`config.mk`:
```
export PLATFORM = sky130hd
export DESIGN_NAME = nrbf_qdiv
export DESIGN_NICKNAME = d
export VERILOG_FILES = /design/src/sv/nrbf_pkg.sv /design/src/sv/nrbf_qdiv.sv
export SDC_FILE = /design/constraint.sdc
export NUM_CORES = 1
export LEC_CHECK = 0
export BUFFER_PORTS_ARGS = -buffer_cell sky130_fd_sc_hd__buf_2
export CAP_MARGIN = 25
export CORE_ASPECT_RATIO = 1.2
export CORE_MARGIN = 2
export CORE_UTILIZATION = 35
export CTS_BUF_LIST = sky130_fd_sc_hd__clkbuf_4 sky130_fd_sc_hd__clkbuf_8
export DETAILED_ROUTE_END_ITERATION = 16
export SYNTH_ARGS = -nofsm -noshare
export SYNTH_HDL_FRONTEND = slang
export SYNTH_SLANG_ARGS = --single-unit
```
`constraint.sdc`:
```
create_clock -name clock -period 11.3 [get_ports clock]
set_input_delay 2.26 -clock clock [delete_from_list [all_inputs] [get_ports clock]]
set_output_delay 2.26 -clock clock [all_outputs]
set_load 0.02 [all_outputs]
```
`src/sv/nrbf_pkg.sv`:
```
// ----------------------------------------------------------------------------
// nrbf_pkg
// shared types, constants and saturating fixed-point helpers for the newton
// root basin finder
// ----------------------------------------------------------------------------
package nrbf_pkg;

   // command codes
   localparam logic CMD_ROOT_WRITE = 1'b0;
   localparam logic CMD_RUN        = 1'b1;

   // configuration register indexes
   localparam logic [1:0] CSR_ROOT_COUNT = 2'd0;
   localparam logic [1:0] CSR_TOLERANCE  = 2'd1;
   localparam logic [1:0] CSR_MAX_ITER   = 2'd2;

   // configuration reset values
   localparam logic [3:0]  ROOT_COUNT_RST = 4'd3;
   localparam logic [30:0] TOLERANCE_RST  = 31'd16777;
   localparam logic [9:0]  MAX_ITER_RST   = 10'd64;

   // q32.32 constants and q8.24 saturation limits
   localparam logic signed [63:0] Q_ONE = 64'sh0000_0001_0000_0000;
   localparam logic signed [63:0] Q_MAX = 64'sh7FFF_FFFF_FFFF_FFFF;
   localparam logic signed [63:0] Q_MIN = 64'sh8000_0000_0000_0000;
   localparam logic signed [31:0] C_MAX = 32'sh7FFF_FFFF;
   localparam logic signed [31:0] C_MIN = 32'sh8000_0000;

   typedef struct packed {
      logic               cmd;
      logic [2:0]         root_index;
      logic signed [31:0] root_re;
      logic signed [31:0] root_im;
      logic signed [31:0] start_re;
      logic signed [31:0] start_im;
   } req_type;

   typedef struct packed {
      logic       found;
      logic [2:0] root_number;
   } rsp_type;

   typedef struct packed {
      logic               go;
      logic signed [63:0] a;
      logic signed [63:0] b;
   } mul_req_type;

   typedef struct packed {
      logic               done;
      logic signed [63:0] res;
   } mul_rsp_type;

   typedef struct packed {
      logic               go;
      logic signed [63:0] num;
      logic signed [63:0] den;
   } div_req_type;

   typedef struct packed {
      logic               done;
      logic signed [63:0] res;
   } div_rsp_type;

   typedef enum logic [1:0] {
      MUL_IDLE,
      MUL_PROD,
      MUL_SUM,
      MUL_RND
   } mul_state_type;

   typedef enum logic [1:0] {
      DIV_IDLE,
      DIV_STEP,
      DIV_END
   } div_state_type;

   typedef enum logic [4:0] {
      ST_IDLE,
      ST_TOL,
      ST_IT,
      ST_OUT,
      ST_IN,
      ST_WLD,
      ST_CMUL,
      ST_OEND,
      ST_DEN,
      ST_NUM,
      ST_DIVR,
      ST_DIVI,
      ST_CRD,
      ST_CLD,
      ST_CHK,
      ST_FIN
   } ctl_state_type;

   function automatic logic signed [63:0] sat_add(input logic signed [63:0] a,
                                                   input logic signed [63:0] b);
      logic signed [64:0] s;
      s = {a[63], a} + {b[63], b};
      if (s[64] != s[63]) return s[64] ? Q_MIN : Q_MAX;
      return s[63:0];
   endfunction

   function automatic logic signed [63:0] sat_sub(input logic signed [63:0] a,
                                                   input logic signed [63:0] b);
      logic signed [64:0] s;
      s = {a[63], a} - {b[63], b};
      if (s[64] != s[63]) return s[64] ? Q_MIN : Q_MAX;
      return s[63:0];
   endfunction

   // signed result from sign and magnitude, saturating
   function automatic logic signed [63:0] from_mag(input logic neg, input logic [63:0] m);
      if (m[63]) return neg ? Q_MIN : Q_MAX;
      return neg ? -$signed(m) : $signed(m);
   endfunction

   // q32.32 back to q8.24, floor then saturate
   function automatic logic signed [31:0] to_q824(input logic signed [63:0] x);
      logic [55:0] f;
      f = x[63:8];
      if (f[55:31] != {25{f[55]}}) return f[55] ? C_MIN : C_MAX;
      return f[31:0];
   endfunction

endpackage

```
`src/sv/nrbf_qdiv.sv`:
```
// ----------------------------------------------------------------------------
// nrbf_qdiv
// restoring q32.32 divider, one quotient bit a cycle, truncating, saturating
// ----------------------------------------------------------------------------
module nrbf_qdiv import nrbf_pkg::*; (
   input  logic        clock,
   input  logic        reset,
   input  div_req_type dreq,
   output div_rsp_type drsp
);

   div_state_type state_ff, state_in;
   logic [6:0]    cnt_ff, cnt_in;
   logic          done_ff, done_in;
   logic [95:0]   sh_ff, sh_in;
   logic [63:0]   rem_ff, rem_in, q_ff, q_in, d_ff, d_in;
   logic          neg_ff, neg_in, ovf_ff, ovf_in;
   logic signed [63:0] res_ff, res_in;

   logic [63:0] n_mag, remx;

   assign n_mag = dreq.num[63] ? 64'(-dreq.num) : dreq.num;
   assign remx  = {rem_ff[62:0], sh_ff[95]};

   always_comb begin
      state_in = state_ff;
      cnt_in   = cnt_ff;
      done_in  = 1'b0;
      sh_in    = sh_ff;
      rem_in   = rem_ff;
      q_in     = q_ff;
      d_in     = d_ff;
      neg_in   = neg_ff;
      ovf_in   = ovf_ff;
      res_in   = res_ff;
      unique case (state_ff)
         DIV_IDLE: begin
            if (dreq.go) begin
               sh_in    = {n_mag, 32'd0};
               d_in     = dreq.den;
               neg_in   = dreq.num[63];
               rem_in   = 64'd0;
               q_in     = 64'd0;
               ovf_in   = 1'b0;
               cnt_in   = 7'd95;
               state_in = DIV_STEP;
            end
         end
         DIV_STEP: begin
            sh_in  = {sh_ff[94:0], 1'b0};
            ovf_in = ovf_ff | q_ff[63];
            if (remx >= d_ff) begin
               rem_in = remx - d_ff;
               q_in   = {q_ff[62:0], 1'b1};
            end else begin
               rem_in = remx;
               q_in   = {q_ff[62:0], 1'b0};
            end
            cnt_in = cnt_ff - 7'd1;
            if (cnt_ff == 7'd0) state_in = DIV_END;
         end
         DIV_END: begin
            res_in   = from_mag(neg_ff, ovf_ff ? '1 : q_ff);
            done_in  = 1'b1;
            state_in = DIV_IDLE;
         end
         default: state_in = DIV_IDLE;
      endcase
   end

   always_ff @(posedge clock) begin
      if (reset) begin
         state_ff <= DIV_IDLE;
         cnt_ff   <= 7'd0;
         done_ff  <= 1'b0;
      end else begin
         state_ff <= state_in;
         cnt_ff   <= cnt_in;
         done_ff  <= done_in;
      end
   end

   always_ff @(posedge clock) begin
      sh_ff  <= sh_in;
      rem_ff <= rem_in;
      q_ff   <= q_in;
      d_ff   <= d_in;
      neg_ff <= neg_in;
      ovf_ff <= ovf_in;
      res_ff <= res_in;
   end

   assign drsp.done = done_ff;
   assign drsp.res  = res_ff;

endmodule

```
Yosys cells after proc, flatten, opt, wreduce, memory -nomap -nowiden
Index checks and enable logic that the tools add are counted.
{"block": "op_classes", "reduce_logical": 6, "eq_ne": 4, "bitwise": 1, "n_mux": 23, "add_sub_neg": 4, "magnitude_cmp": 1}
{"operator": "two-way mux 64 bit", "count": 7}
{"operator": "case mux 96 bit (2 select lines)", "count": 1}
{"operator": "negation 64 bit", "count": 2}
{"operator": "case mux 64 bit (2 select lines)", "count": 1}
{"operator": "case mux 63 bit (2 select lines)", "count": 1}
{"operator": "two-way mux 96 bit", "count": 1}
{"operator": ">= comparator 64 bit", "count": 1}
{"operator": "two-way mux 63 bit", "count": 1}
{"operator": "subtractor 63 bit", "count": 1}
{"operator": "case mux 7 bit (2 select lines)", "count": 1}
{"operator": "logical NOT 7 bit", "count": 1}
{"operator": "two-way mux 7 bit", "count": 1}
{"operator": "subtractor 7 x 1 -> 7 bit (second input constant)", "count": 1}
{"operator": "AND reduction 2 bit", "count": 3}
{"operator": "two-way mux 1 bit", "count": 5}
{"operator": "two-way mux 2 bit", "count": 2}
{"operator": "inequality test 2 bit (second input constant)", "count": 2}
{"operator": "case mux 2 bit (2 select lines)", "count": 1}
{"operator": "== test 2 x 1 -> 1 bit (second input constant)", "count": 1}
{"operator": "== test 2 bit (second input constant)", "count": 1}
{"operator": "logical NOT 2 bit", "count": 1}
{"operator": "case mux 1 bit (2 select lines)", "count": 1}
{"operator": "nonzero test 2 bit", "count": 1}
{"operator": "bitwise OR 1 bit", "count": 1}
{"block": "totals", "register_bits": 363, "out_inout_bits": 65, "input_bits": 131}

Depth between registers and ports, before layout
{"block": "logic_depth", "word_depth": 4, "depth_mapped": 14, "depth_no_buf": 13}

Least setup slack after synthesis
OpenSTA, ideal clock, no wires.
{"block": "synth_path", "path_kind": "input port to flip-flop", "start": "input dreq[128] in the netlist's numbering", "end": "register ovf_ff (enable)", "cell_stages": 2, "path_buffers": 0, "setup_ns": 0.472, "path_slack_ns": 0.651, "arrival_time_ns": 10.176, "path_cell_list": "nor3b_1 or2_2"}
{"block": "synth_via", "elab_chain_len": 2}
{"item": "from (decl)", "line_no": "nrbf_qdiv.sv:8", "source": "input div_req_type dreq,"}
{"item": "inequality test 2 bit (no source line)"}
{"item": "AND reduction 2 bit (no source line)"}
{"item": "to (signal assigned)", "line_no": "nrbf_qdiv.sv:89", "source": "ovf_ff <= ovf_in;"}
{"item": "to (decl)", "line_no": "nrbf_qdiv.sv:17", "source": "logic neg_ff, neg_in, ovf_ff, ovf_in;"}
No other way between the ends.
A chain may end at the register's enable or synchronous reset.

Worst setup path in the final report
{"block": "layout_path", "start": "register sh_ff[95]", "end": "register rem_ff[34] (data pin)"}
{"block": "layout_via", "elab_chain_len": 3}
{"item": "from (decl)", "line_no": "nrbf_qdiv.sv:15", "source": "logic [95:0] sh_ff, sh_in;"}
{"item": "from (signal assigned)", "line_no": "nrbf_qdiv.sv:84", "source": "sh_ff <= sh_in;"}
{"item": "subtractor 63 bit / >= comparator 64 bit (equally long branches)", "line_no": "nrbf_qdiv.sv:53, nrbf_qdiv.sv:52"}
{"item": "two-way mux 63 bit (*)", "line_no": "nrbf_qdiv.sv:52", "source": "if (remx >= d_ff) begin"}
{"item": "case mux 63 bit (2 select lines) (*)", "line_no": "nrbf_qdiv.sv:36", "source": "unique case (state_ff)"}
{"item": "to (signal assigned)", "line_no": "nrbf_qdiv.sv:85", "source": "rem_ff <= rem_in;"}
{"item": "to (decl)", "line_no": "nrbf_qdiv.sv:16", "source": "logic [63:0] rem_ff, rem_in, q_ff, q_in, d_ff, d_in;"}
Every way passes the cells marked *; elsewhere a longest branch is shown, timed or not.

==> results_dict.tcl <==
set metrics [dict create \
    synth_area_sq_mm 0.0197 \
    path_max_fanout 40 \
    antenna_found_initial 2 \
    numCtsBuffers 57 \
    synth_seq_cells 331 \
    synth_area_leader_cell "edfxtp_1" \
    sw_frac_of_total 0.332 \
    ys_types 80 \
    synth.most_common_cell "edfxtp_1" \
    drt_iter0_drc 1190 \
    yosysWarnings 0 \
    place_area_sq_mm 0.0213 \
    power_density_mw_per_mm2 169 \
    yosys_most_used_dff "edfxtp_1" \
    cellLeakagePower_uw 0.00861 \
    grt.overflow.total 0 \
    finalHoldViolCount 0 \
    required_ns 11.76 \
    final_cells 2957 \
    worst_setup_path_end_kind "flop" \
    synth_nets 2224 \
    post_cts_resized 0 \
    critPathKind "reg -> reg" \
    initial_core_util 0.353 \
    post_cts.repair.setup_buffers 0 \
    synth_area_leaders "edfxtp_1 (49%), nand2_1 (4.9%), ha_1 (4.3%)" \
    syn_to_final_growth_pct 14.3 \
    async_flop_share 0 \
    status "finished, final reports clean" \
    fin_skew_ns 0.0454 \
    clk_pin_slew_worst_paths_ns 0.06 \
    core_sq_mm 0.0559 \
    hold_buffers 0 \
    cts-root-buf "clkbuf_8" \
    routed_wl_um 50100 \
    power_frac_comb 0.261 \
    cts_tree "built" \
    top_level_ports 196 \
    slew_viol_final 0 \
    period_share 0.467 \
    ys_seq_area_frac 0.499 \
    ir_worst_vdd_uv 87.8 \
    grt_pass1_vias 15089 \
    cp.arrival_ns 5.74 \
    rsz0062_at_grt "false" \
    cts.sinks 331 \
    final_util 0.403 \
    num_vias 15830 \
    wl_per_cell_um 16.9 \
    setup_viol 0 \
    rows 95 \
    min_period_ns 5.28 \
    pwr-share-seq 0.429 \
    gp_congestion 0.902 \
    max_freq_mhz 190 \
    grt_pass1_wl_um 79600 \
    synthCells 2024 \
    yosys-top-cells-count "edfxtp_1 (321), nand2_1 (257), nor2_1 (171)" \
    die_y_um 264 \
    yosysTopAreaCellShare 0.489 \
    dr.pass1.iters 5 \
    io_buffers 195 \
    finalInstanceArea_sq_mm 0.0225 \
    drcViolationCount 0 \
    ant_nets 0 \
    worstHoldPathType "reg -> reg" \
    die-width_um 221 \
    synth-edff-count 321 \
    htree_levels 2 \
    pwr-share-clk 0.310 \
    nNetsFinal 2379 \
    critPathLaunchType "flop" \
    switchingPower_uw 1270 \
    via_per_inst 5.35 \
    placed_cells 2847 \
    postSynthAreaPerCell_sq_um 9.73 \
    clock_latency_ns 0.66 \
    grt_max_degree 108 \
    grt.total_usage 0.169 \
    cap_violations 0 \
    internal_power_uw 2550 \
    fin_tns_setup_ns 0 \
    slew_headroom 0.299 \
    dpl.hpwl_um 35000 \
    cts_max_path_buffers 3 \
    fp.dieArea_sq_mm 0.0582 \
    drive_above_1_share 0.155 \
    fillCellCount 5518 \
    worst_hold_slack_ns 0.499 \
    tightest_slew_ns 1.05 \
]
## power groups by stage
stage / clock network (uW) / logic [uW] / registers [uW]
final: 1180 / 997 / 1640
after global routing: 1280 / 1120 / 1650
after detailed placement: 0 / 986 / 1660
after global placement: 0 / 976 / 1660
after CTS: 1230 / 993 / 1640
after floorplan: 0 / 738 / 1640
## cells in the final DEF (no fill, tap or decap), types with 59 or more instances in the layout
master	count
ha_1	68
o21ai_0	134
and2_1	64
inv_1	87
xor2_1	93
nor2_1	171
edfxtp_1	321
nand2_1	257
nor3_1	59
a21oi_1	160
buf_2	195
## registers in the layout, summed over array words and instances, names as in the netlist
signal / cells
d_ff: 64
q_ff: 64
res_ff: 64
sh_ff: 64
rem_ff: 63
cnt_ff: 7
state_ff: 2
done_ff: 1
neg_ff: 1
ovf_ff: 1
## cells by family after synthesis
family / Yosys count / share of synthesized area
AOI/OAI and AO/OA: 520 / 0.162
xor gates and xnor gates: 137 / 0.0609
adders and majority gates: 69 / 0.0442
buffers and inverters: 200 / 0.0389
DFF: 331 / 0.499
muxes: 11 / 0.00565
and+or+nand+nor: 756 / 0.189
## metrics by stage
stage                     total power (uW)  setup WS, ns
after floorplan                       2370         0.651
after global placement                2630          5.70
after global routing                  4050          5.76
after CTS                             3860          6.05
final                                 3820          6.02
after detailed placement              2650          5.66
## path summary, 6_finish.rpt
path / start / endpoint / slack (ns) / depth (start not counted)
max: sh_ff[95]$_DFFE_PP_ / rem_ff[34]$_SDFFCE_PN0P_ / 6.02 / 14
min: cnt_ff[0]$_SDFFE_PP0P_ / cnt_ff[0]$_SDFFE_PP0P_ / 0.50 / 1
max reg2reg: sh_ff[95]$_DFFE_PP_ / rem_ff[34]$_SDFFCE_PN0P_ / 6.02 / 14
min reg2reg: cnt_ff[0]$_SDFFE_PP0P_ / cnt_ff[0]$_SDFFE_PP0P_ / 0.50 / 1
## critical path: stages (launching register included)
cell and delay, ns:
edfxtp_1 0.37, inv_1 0.06, ha_1 0.22, fa_1 0.38
nand2b_1 0.19, a21oi_1 0.24, a31oi_1 0.26, o21bai_1 0.64
a211oi_1 0.27, o221ai_4 0.84, buf_4 0.52, inv_2 0.26
buf_4 0.31, or3_1 0.33, o221ai_1 0.18
## area by class of cell
type	count	area (sq um)	area share
flip-flops and latches	331	9840	0.437
clock inverters	41	362	0.0161
repair buffers	208	1070	0.0477
inverters	88	330	0.0147
multi-input cells	1493	9130	0.406
clock buffers	67	866	0.0385
well taps	727	910	0.0404
diodes	2	5.00	0.000222
## per-layer routing
layer	share of wire	global-route usage	up-vias
met4	0.024	0.0517	2
met3	0.051	0.0287	83
met5	0.00020	0	-
met2	0.47	0.278	432
li1	-	-	7729
met1	0.45	0.227	7584
Power figures use the tool's default switching activity.
