===== src/sv/nrbf_pkg.sv =====
// ----------------------------------------------------------------------------
// nrbf_pkg
// shared types, constants and saturating fixed-point helpers for the newton
// root basin finder
// ----------------------------------------------------------------------------
package nrbf_pkg;

   // command codes
   localparam logic CMD_ROOT_WRITE = 1'b0;
   localparam logic CMD_RUN        = 1'b1;

   // configuration register indexes
   localparam logic [1:0] CSR_ROOT_COUNT = 2'd0;
   localparam logic [1:0] CSR_TOLERANCE  = 2'd1;
   localparam logic [1:0] CSR_MAX_ITER   = 2'd2;

   // configuration reset values
   localparam logic [3:0]  ROOT_COUNT_RST = 4'd3;
   localparam logic [30:0] TOLERANCE_RST  = 31'd16777;
   localparam logic [9:0]  MAX_ITER_RST   = 10'd64;

   // q32.32 constants and q8.24 saturation limits
   localparam logic signed [63:0] Q_ONE = 64'sh0000_0001_0000_0000;
   localparam logic signed [63:0] Q_MAX = 64'sh7FFF_FFFF_FFFF_FFFF;
   localparam logic signed [63:0] Q_MIN = 64'sh8000_0000_0000_0000;
   localparam logic signed [31:0] C_MAX = 32'sh7FFF_FFFF;
   localparam logic signed [31:0] C_MIN = 32'sh8000_0000;

   typedef struct packed {
      logic               cmd;
      logic [2:0]         root_index;
      logic signed [31:0] root_re;
      logic signed [31:0] root_im;
      logic signed [31:0] start_re;
      logic signed [31:0] start_im;
   } req_type;

   typedef struct packed {
      logic       found;
      logic [2:0] root_number;
   } rsp_type;

   typedef struct packed {
      logic               go;
      logic signed [63:0] a;
      logic signed [63:0] b;
   } mul_req_type;

   typedef struct packed {
      logic               done;
      logic signed [63:0] res;
   } mul_rsp_type;

   typedef struct packed {
      logic               go;
      logic signed [63:0] num;
      logic signed [63:0] den;
   } div_req_type;

   typedef struct packed {
      logic               done;
      logic signed [63:0] res;
   } div_rsp_type;

   typedef enum logic [1:0] {
      MUL_IDLE,
      MUL_PROD,
      MUL_SUM,
      MUL_RND
   } mul_state_type;

   typedef enum logic [1:0] {
      DIV_IDLE,
      DIV_STEP,
      DIV_END
   } div_state_type;

   typedef enum logic [4:0] {
      ST_IDLE,
      ST_TOL,
      ST_IT,
      ST_OUT,
      ST_IN,
      ST_WLD,
      ST_CMUL,
      ST_OEND,
      ST_DEN,
      ST_NUM,
      ST_DIVR,
      ST_DIVI,
      ST_CRD,
      ST_CLD,
      ST_CHK,
      ST_FIN
   } ctl_state_type;

   function automatic logic signed [63:0] sat_add(input logic signed [63:0] a,
                                                   input logic signed [63:0] b);
      logic signed [64:0] s;
      s = {a[63], a} + {b[63], b};
      if (s[64] != s[63]) return s[64] ? Q_MIN : Q_MAX;
      return s[63:0];
   endfunction

   function automatic logic signed [63:0] sat_sub(input logic signed [63:0] a,
                                                   input logic signed [63:0] b);
      logic signed [64:0] s;
      s = {a[63], a} - {b[63], b};
      if (s[64] != s[63]) return s[64] ? Q_MIN : Q_MAX;
      return s[63:0];
   endfunction

   // signed result from sign and magnitude, saturating
   function automatic logic signed [63:0] from_mag(input logic neg, input logic [63:0] m);
      if (m[63]) return neg ? Q_MIN : Q_MAX;
      return neg ? -$signed(m) : $signed(m);
   endfunction

   // q32.32 back to q8.24, floor then saturate
   function automatic logic signed [31:0] to_q824(input logic signed [63:0] x);
      logic [55:0] f;
      f = x[63:8];
      if (f[55:31] != {25{f[55]}}) return f[55] ? C_MIN : C_MAX;
      return f[31:0];
   endfunction

endpackage


===== src/sv/nrbf_qmul.sv =====
// ----------------------------------------------------------------------------
// nrbf_qmul
// multi-cycle q32.32 multiplier, one 32x32 partial product a cycle,
// round to nearest ties away from zero, saturating
// ----------------------------------------------------------------------------
module nrbf_qmul import nrbf_pkg::*; (
   input  logic        clock,
   input  logic        reset,
   input  mul_req_type mreq,
   output mul_rsp_type mrsp
);

   mul_state_type state_ff, state_in;
   logic [1:0]    step_ff, step_in;
   logic          done_ff, done_in;
   logic [63:0]   ma_ff, ma_in, mb_ff, mb_in;
   logic          neg_ff, neg_in;
   logic [63:0]   p00_ff, p00_in, p01_ff, p01_in, p10_ff, p10_in, p11_ff, p11_in;
   logic [63:0]   hi_ff, hi_in, lo_ff, lo_in;
   logic signed [63:0] res_ff, res_in;

   logic [31:0] ah, bh;
   logic [63:0] prod;
   logic [33:0] mid;
   logic [63:0] rnd;

   assign ah   = step_ff[1] ? ma_ff[63:32] : ma_ff[31:0];
   assign bh   = step_ff[0] ? mb_ff[63:32] : mb_ff[31:0];
   assign prod = {32'd0, ah} * {32'd0, bh};

   always_comb begin
      state_in = state_ff;
      step_in  = step_ff;
      done_in  = 1'b0;
      ma_in    = ma_ff;
      mb_in    = mb_ff;
      neg_in   = neg_ff;
      p00_in   = p00_ff;
      p01_in   = p01_ff;
      p10_in   = p10_ff;
      p11_in   = p11_ff;
      hi_in    = hi_ff;
      lo_in    = lo_ff;
      res_in   = res_ff;
      mid      = {2'd0, p00_ff[63:32]} + {2'd0, p01_ff[31:0]} + {2'd0, p10_ff[31:0]};
      rnd      = {hi_ff[31:0], lo_ff[63:32]};
      unique case (state_ff)
         MUL_IDLE: begin
            if (mreq.go) begin
               ma_in    = mreq.a[63] ? 64'(-mreq.a) : mreq.a;
               mb_in    = mreq.b[63] ? 64'(-mreq.b) : mreq.b;
               neg_in   = mreq.a[63] ^ mreq.b[63];
               step_in  = 2'd0;
               state_in = MUL_PROD;
            end
         end
         MUL_PROD: begin
            case (step_ff)
               2'd0:    p00_in = prod;
               2'd1:    p01_in = prod;
               2'd2:    p10_in = prod;
               default: p11_in = prod;
            endcase
            step_in = step_ff + 2'd1;
            if (step_ff == 2'd3) state_in = MUL_SUM;
         end
         MUL_SUM: begin
            lo_in    = {mid[31:0], p00_ff[31:0]};
            hi_in    = p11_ff + {32'd0, p01_ff[63:32]} + {32'd0, p10_ff[63:32]}
                       + {62'd0, mid[33:32]};
            state_in = MUL_RND;
         end
         MUL_RND: begin
            if (hi_ff[63:32] != 32'd0) rnd = '1;
            else if (lo_ff[31] && rnd != '1) rnd = rnd + 64'd1;
            res_in   = from_mag(neg_ff, rnd);
            done_in  = 1'b1;
            state_in = MUL_IDLE;
         end
         default: state_in = MUL_IDLE;
      endcase
   end

   always_ff @(posedge clock) begin
      if (reset) begin
         state_ff <= MUL_IDLE;
         step_ff  <= 2'd0;
         done_ff  <= 1'b0;
      end else begin
         state_ff <= state_in;
         step_ff  <= step_in;
         done_ff  <= done_in;
      end
   end

   always_ff @(posedge clock) begin
      ma_ff  <= ma_in;
      mb_ff  <= mb_in;
      neg_ff <= neg_in;
      p00_ff <= p00_in;
      p01_ff <= p01_in;
      p10_ff <= p10_in;
      p11_ff <= p11_in;
      hi_ff  <= hi_in;
      lo_ff  <= lo_in;
      res_ff <= res_in;
   end

   assign mrsp.done = done_ff;
   assign mrsp.res  = res_ff;

endmodule


===== config.mk =====
export PLATFORM = sky130hd
export DESIGN_NAME = nrbf_qmul
export DESIGN_NICKNAME = d
export VERILOG_FILES = /design/src/sv/nrbf_pkg.sv /design/src/sv/nrbf_qmul.sv
export SDC_FILE = /design/constraint.sdc
export NUM_CORES = 2
export LEC_CHECK = 0
export BUFFER_PORTS_ARGS = -buffer_cell sky130_fd_sc_hd__buf_2
export CORE_MARGIN = 1.5
export CORE_UTILIZATION = 45
export CTS_BUF_LIST = sky130_fd_sc_hd__clkbuf_2
export CTS_CLUSTER_SIZE = 28
export DETAILED_ROUTE_END_ITERATION = 12
export HOLD_SLACK_MARGIN = 0.15
export PLACE_DENSITY = 0.65
export SYNTH_ARGS = -nofsm -noshare
export SYNTH_HDL_FRONTEND = slang
export SYNTH_SLANG_ARGS = --single-unit

===== constraint.sdc =====
create_clock -name clock -period 24.6 [get_ports clock]
set_input_delay 2.46 -clock clock [delete_from_list [all_inputs] [get_ports clock]]
set_output_delay 2.46 -clock clock [all_outputs]
set_load 0.02 [all_outputs]

Word level (Yosys, flattened, before mapping) --
Index checks and enable logic that the tools add are counted. Widths: inputs -> output; s select.
Cells by class: add/sub/neg operators 10, multipliers 1, equality and inequality tests 9, muxes and demuxes 19, bitwise operators 2, reductions and logical operators 13
Operators with widths (number):
- $mux 64 | 7
- $neg 64->64 | 3
- $add 64x32->64 | 2
- $mux 63 | 2
- $add 64x1->64 const B | 1
- $add 64x2->64 | 1
- $mul 32x32->64 | 1
- $mux 32 | 2
- $ne 64x64->1 const B | 1
- $add 33x32->34 | 1
- $add 32x32->33 | 1
- $reduce_bool 32->1 | 1
- $reduce_and 2->1 | 7
- $eq 2x2->1 const B | 4
- $pmux 2 s4 | 1
- $mux 2 | 3
- $eq 2x1->1 const B | 2
- $logic_not 2->1 | 2
- $ne 2x2->1 const B | 2
- $pmux 2 s2 | 1
- $mux 1 | 3
- $reduce_or 3->1 | 1
- $add 2x1->2 const B | 1
- $reduce_bool 2->1 | 1
- 3 further kinds | 3
Storage, ports and cells: register bits 582, output and inout port bits 65, logic and storage cells 69

Longest topological paths before layout --
word-level depth 8, depth in mapped cells 33, gate-level depth less buffers 32

Least setup slack after synthesis --
Ideal clock, no wire load.
path type reg2reg, start reg step_ff[1], end reg p00_ff[56] (data pin), arrival 8985 ps, required time 24420 ps, slack 15435 ps, stages on the path, launching flop included 32, path through dfxtp_1 > clkbuf_1 > clkbuf_1 > clkbuf_1 > mux2i_1 > clkbuf_1 > nor2_1 > fa_1 > inv_1 > fa_1 > fa_1 > fa_1 > inv_1 > fa_1 > inv_1 > fa_1 > inv_1 > fa_1 > fa_1 > ha_1 > clkbuf_1 > a21oi_1 > o21ai_0 > a221oi_1 > o22ai_1 > o21ai_0 > a311oi_1 > a21boi_0 > o21ai_0 > a311o_1 > a41o_1 > xor2_1
On the way: longest elaborated chain between the ends 2
Ends and longest elaborated chain:
- from (decl) | line nrbf_qmul.sv:14 | logic [1:0] step_ff, step_in;
- from (signal assigned) | line nrbf_qmul.sv:91 | step_ff <= step_in;
- $mux 32 | line nrbf_qmul.sv:27 | assign ah = step_ff[1] ? ma_ff[63:32] : ma_ff[31:0];
- $mul 32x32->64 | line nrbf_qmul.sv:29 | assign prod = {32'd0, ah} * {32'd0, bh};
- via prod[56] | line nrbf_qmul.sv:23 | logic [63:0] prod;
- to (signal assigned) | line nrbf_qmul.sv:100 | p00_ff <= p00_in;
- to (decl) | line nrbf_qmul.sv:18 | logic [63:0] p00_ff, p00_in, p01_ff, p01_in, p10_ff, p10_in, p11_ff, p11_in;
The timed path passes the listed nets, and every way through them passes these cells. A chain may end at the register's enable or synchronous reset.

Worst setup path in the final report --
start reg step_ff[0], end reg p01_ff[56] (data pin)
On the way: longest elaborated chain between the ends 2
Ends and longest elaborated chain:
- $mux 32 | line nrbf_qmul.sv:28 | assign bh = step_ff[0] ? mb_ff[63:32] : mb_ff[31:0];
- $mul 32x32->64 | line nrbf_qmul.sv:29
- via prod[56] | line nrbf_qmul.sv:23
- to (signal assigned) | line nrbf_qmul.sv:101 | p01_ff <= p01_in;
- to (decl) | line nrbf_qmul.sv:18
The timed path passes the listed nets, and every way through them passes these cells.

==> metrics.md <==
| Metric | Value |
|---|---|
| Post-Syn Area per Cell | `10.0 µm²` |
| Syn Inst Count | `6,115` |
| Vias per Instance | `5.59` |
| CP Data Required Time | `25.91 ns` |
| Worst-path maximum fanout | `53` |
| Num rows | `135` |
| Synthesized net count | `around 7,600` |
| Num CTS Buffers | `about 130` |
| Via count | `approximately 46,000` |
| R2r startpoint | `step_ff[0]$_SDFFE_PP0P_` |
| Post-CTS Resized | `0` |
| Total track usage | `27.0%` |
| Detail Route Antenna Nets | `0` |
| WHS Endpoint | `lo_ff[31]$_DFFE_PP_` |
| Hold Vio Cnt, Final | `0` |
| CTS Hold Bufs | `0` |
| CP peak stage delay | `about 0.7 ns` |
| CTS H-tree depth | `4` |
| Startpoint types | `register` |
| Most common cell on crit path | `fa_1` |
| Area grow syn2layout | `7.24%` |
| Detailed Routing Iterations Pass 1 | `7` |
| Setup TNS | `0 ns` |
| CORE AREA | `0.135 mm²` |
| HP Start | `p00_ff[31]$_DFFE_PP_` |
| Number of global-route vias before repair | `between 40,000 and 50,000` |
| Dpl ws | `14.49 ns` |
| Synth Flop Type | `edfxtp_1` |
| Full die area | `0.139 mm²` |
| Sequential share of the synthesized area | `25.3%` |
| Worst Hold Class | `register to register` |
| Wirelength per Cell | `between 20 and 25 µm` |
| CTS tree | `yes` |
| Max-slew violation count | `0` |
| R2r setup slk | `between 10 and 15 ns` |
| I/O pins | `196` |
| CTS root buffer | `clkbuf_2` |
| Global-route wire length before repair | `roughly 280,000 µm` |
| Syn. warnings | `0` |
| Setup crit end kind | `register` |
| Cell taking the most area after synthesis | `fa_1` |
| Final critical-path share of the clock period | `about two fifths` |
| Worst Skew | `0.130 ns` |
| Clock buffer depth | `3` |
| Crit path kind | `register to register` |
| Largest net degree at the start of global routing | `80` |
| Number of clock sinks | `520` |
| Max-Cap Viols | `0` |
| RSZ-0062 raised after global routing | `false` |
| Top cells by area, synth | `fa_1, edfxtp_1, ha_1, inv_1, nor2_1` |
| Most frequent cells in the layout | `fa_1, inv_1, nor2_1, nand2_1, edfxtp_1` |
| Status | `finished, final reports clean` |
| CTS clk-pin slew, worst paths | `0.11 ns` |
| Buffers on Ports | `195` |
| Reg2Reg Depth | `26` |
| Die width | `372 µm` |
| Fraction of layout instances using a drive strength above 1 | `10.1%` |
| Fmax | `98.6 MHz` |
| Die Span Y | `372 µm` |
| Max-slew headroom | `14.6%` |
| Post-DP HPWL | `~150,000 µm` |
| Worst-skew pair later-pin latency | `about 1.6 ns` |
| Worst Hold Path Cells | `0` |
| Count of state elements after synthesis | `520` |
| Number of setup violations in the final report | `0` |
| Placer Congestion | `0.974` |
| FFs w/ async S/R, synth | `0%` |
| Final net count | `7,747` |
| Critical path arrival | `between 10 and 15 ns` |
| Post-synth EDFFs | `between 500 and 600` |
| Final setup margin | `14.46 ns` |
| Yosys top cell area share | `31.4%` |
| Crit path time final | `around 10 ns` |
| DRC | `0` |
| Initial core utilization | `around 45%` |
| Initial antenna violation count | `4` |
| Final wirelength | `185,000 µm` |
| Slowest CP cell | `buf_4` |
| Grt ovf | `0` |
| Critical R2R Capture | `p01_ff[56]$_DFFE_PP_` |
| Most common cell after layout, fill and taps aside | `fa_1` |
| Post-CTS setup buffer count | `0` |
| DR iter-0 viols | `roughly 3,700` |
| Unique masters post-synth | `84` |
| Mapped Area | `0.0614 mm²` |
| Least-Margin Pin Slew | `roughly 1.3 ns` |
-- routing by layer --
metal  wire [µm]  GRT usage [%]
met5          10              0
met4        9560           13.3
met2       88700           45.1
met1       71200           32.7
met3       15300           6.25
-- through the flow --
| step | hold WS (ns) | cell area [µm²] | instances | util (%) |
|---|---|---|---|---|
| 2_1_floorplan | 0.400 | 61400 | 6115 | - |
| 4_1_cts | 0.425 | 65800 | 8163 | 48.6 |
| 3_5_place_dp | 0.408 | 64500 | 7927 | 47.6 |
| 6_report | 0.426 | 65900 | 8172 | 48.6 |
| 5_1_grt | 0.415 | 65900 | 8171 | 48.6 |
| 3_3_place_gp | 0.404 | 64500 | 7927 | 47.6 |
-- state kept, by name (all words and copies together), names as in the netlist, 2 cells and up --
signal,count
state_ff,2
step_ff,2
p11_ff,64
p01_ff,64
res_ff,64
ma_ff,64
lo_ff,33
hi_ff,64
p10_ff,64
p00_ff,33
mb_ff,64
-- worst max path at each step --
stage,from,end,slack [ns],cells past startpoint
6_report,step_ff[0]$_SDFFE_PP0P_,p01_ff[56]$_DFFE_PP_,14.46,26
5_1_grt,step_ff[0]$_SDFFE_PP0P_,p00_ff[56]$_DFFE_PP_,13.89,26
4_1_cts,step_ff[0]$_SDFFE_PP0P_,p01_ff[56]$_DFFE_PP_,14.49,28
3_5_place_dp,step_ff[0]$_SDFFE_PP0P_,p00_ff[60]$_DFFE_PP_,14.49,28
3_3_place_gp,step_ff[0]$_SDFFE_PP0P_,p00_ff[56]$_DFFE_PP_,14.72,26
2_1_floorplan,step_ff[1]$_SDFFE_PP0P_,p00_ff[56]$_DFFE_PP_,15.44,31
-- kinds of logic (layout without fill, tap and decap cells) --
| group | count (synthesis) | in the layout | share of synthesized area (%) |
|---|---|---|---|
| fa+ha+maj | 1334 | 1334 | 38.9 |
| other cells | 0 | 9 | 0 |
| simple gates | 1959 | 1959 | 14.3 |
| mux | 155 | 155 | 2.66 |
| xor+xnor | 322 | 322 | 4.59 |
| buf+inv | 1168 | 1435 | 7.16 |
| compound gates | 657 | 657 | 7.03 |
| flops | 520 | 520 | 25.3 |
-- cells in the mapped netlist (all sizes together), types with 69 or more instances --
master	count
edfxtp	515
nand2	623
xor2	70
nand4	69
ha	371
fa	963
a21oi	170
nor3	80
inv	914
a21o	80
o21ai	126
mux2i	90
nand3	86
xnor2	252
clkbuf	230
nor2	776
-- critical path, delay by kind of cell, from the launching register on --
kind / cells / cell delay (ns)
xor+xnor: 1 / 0.27
mux: 1 / 0.34
buf+inv: 4 / 1.30
fa+ha+maj: 9 / 4.34
simple gates: 4 / 0.73
compound gates: 7 / 2.41
flops: 1 / 0.46
-- final cells by class --
cell class	instances	area [µm²]
diodes	9	22.5
clock buffers	185	926
clock inverters	51	369
fillers	12601	69600
inverters	915	3430
multi-input cells	4427	41700
flip-flops and latches	520	15600
well taps	1781	2230
repair buffers	284	1640
Power is not shown: default switching activity piles up to over one toggle a cycle in this logic, so the estimate is an artifact.
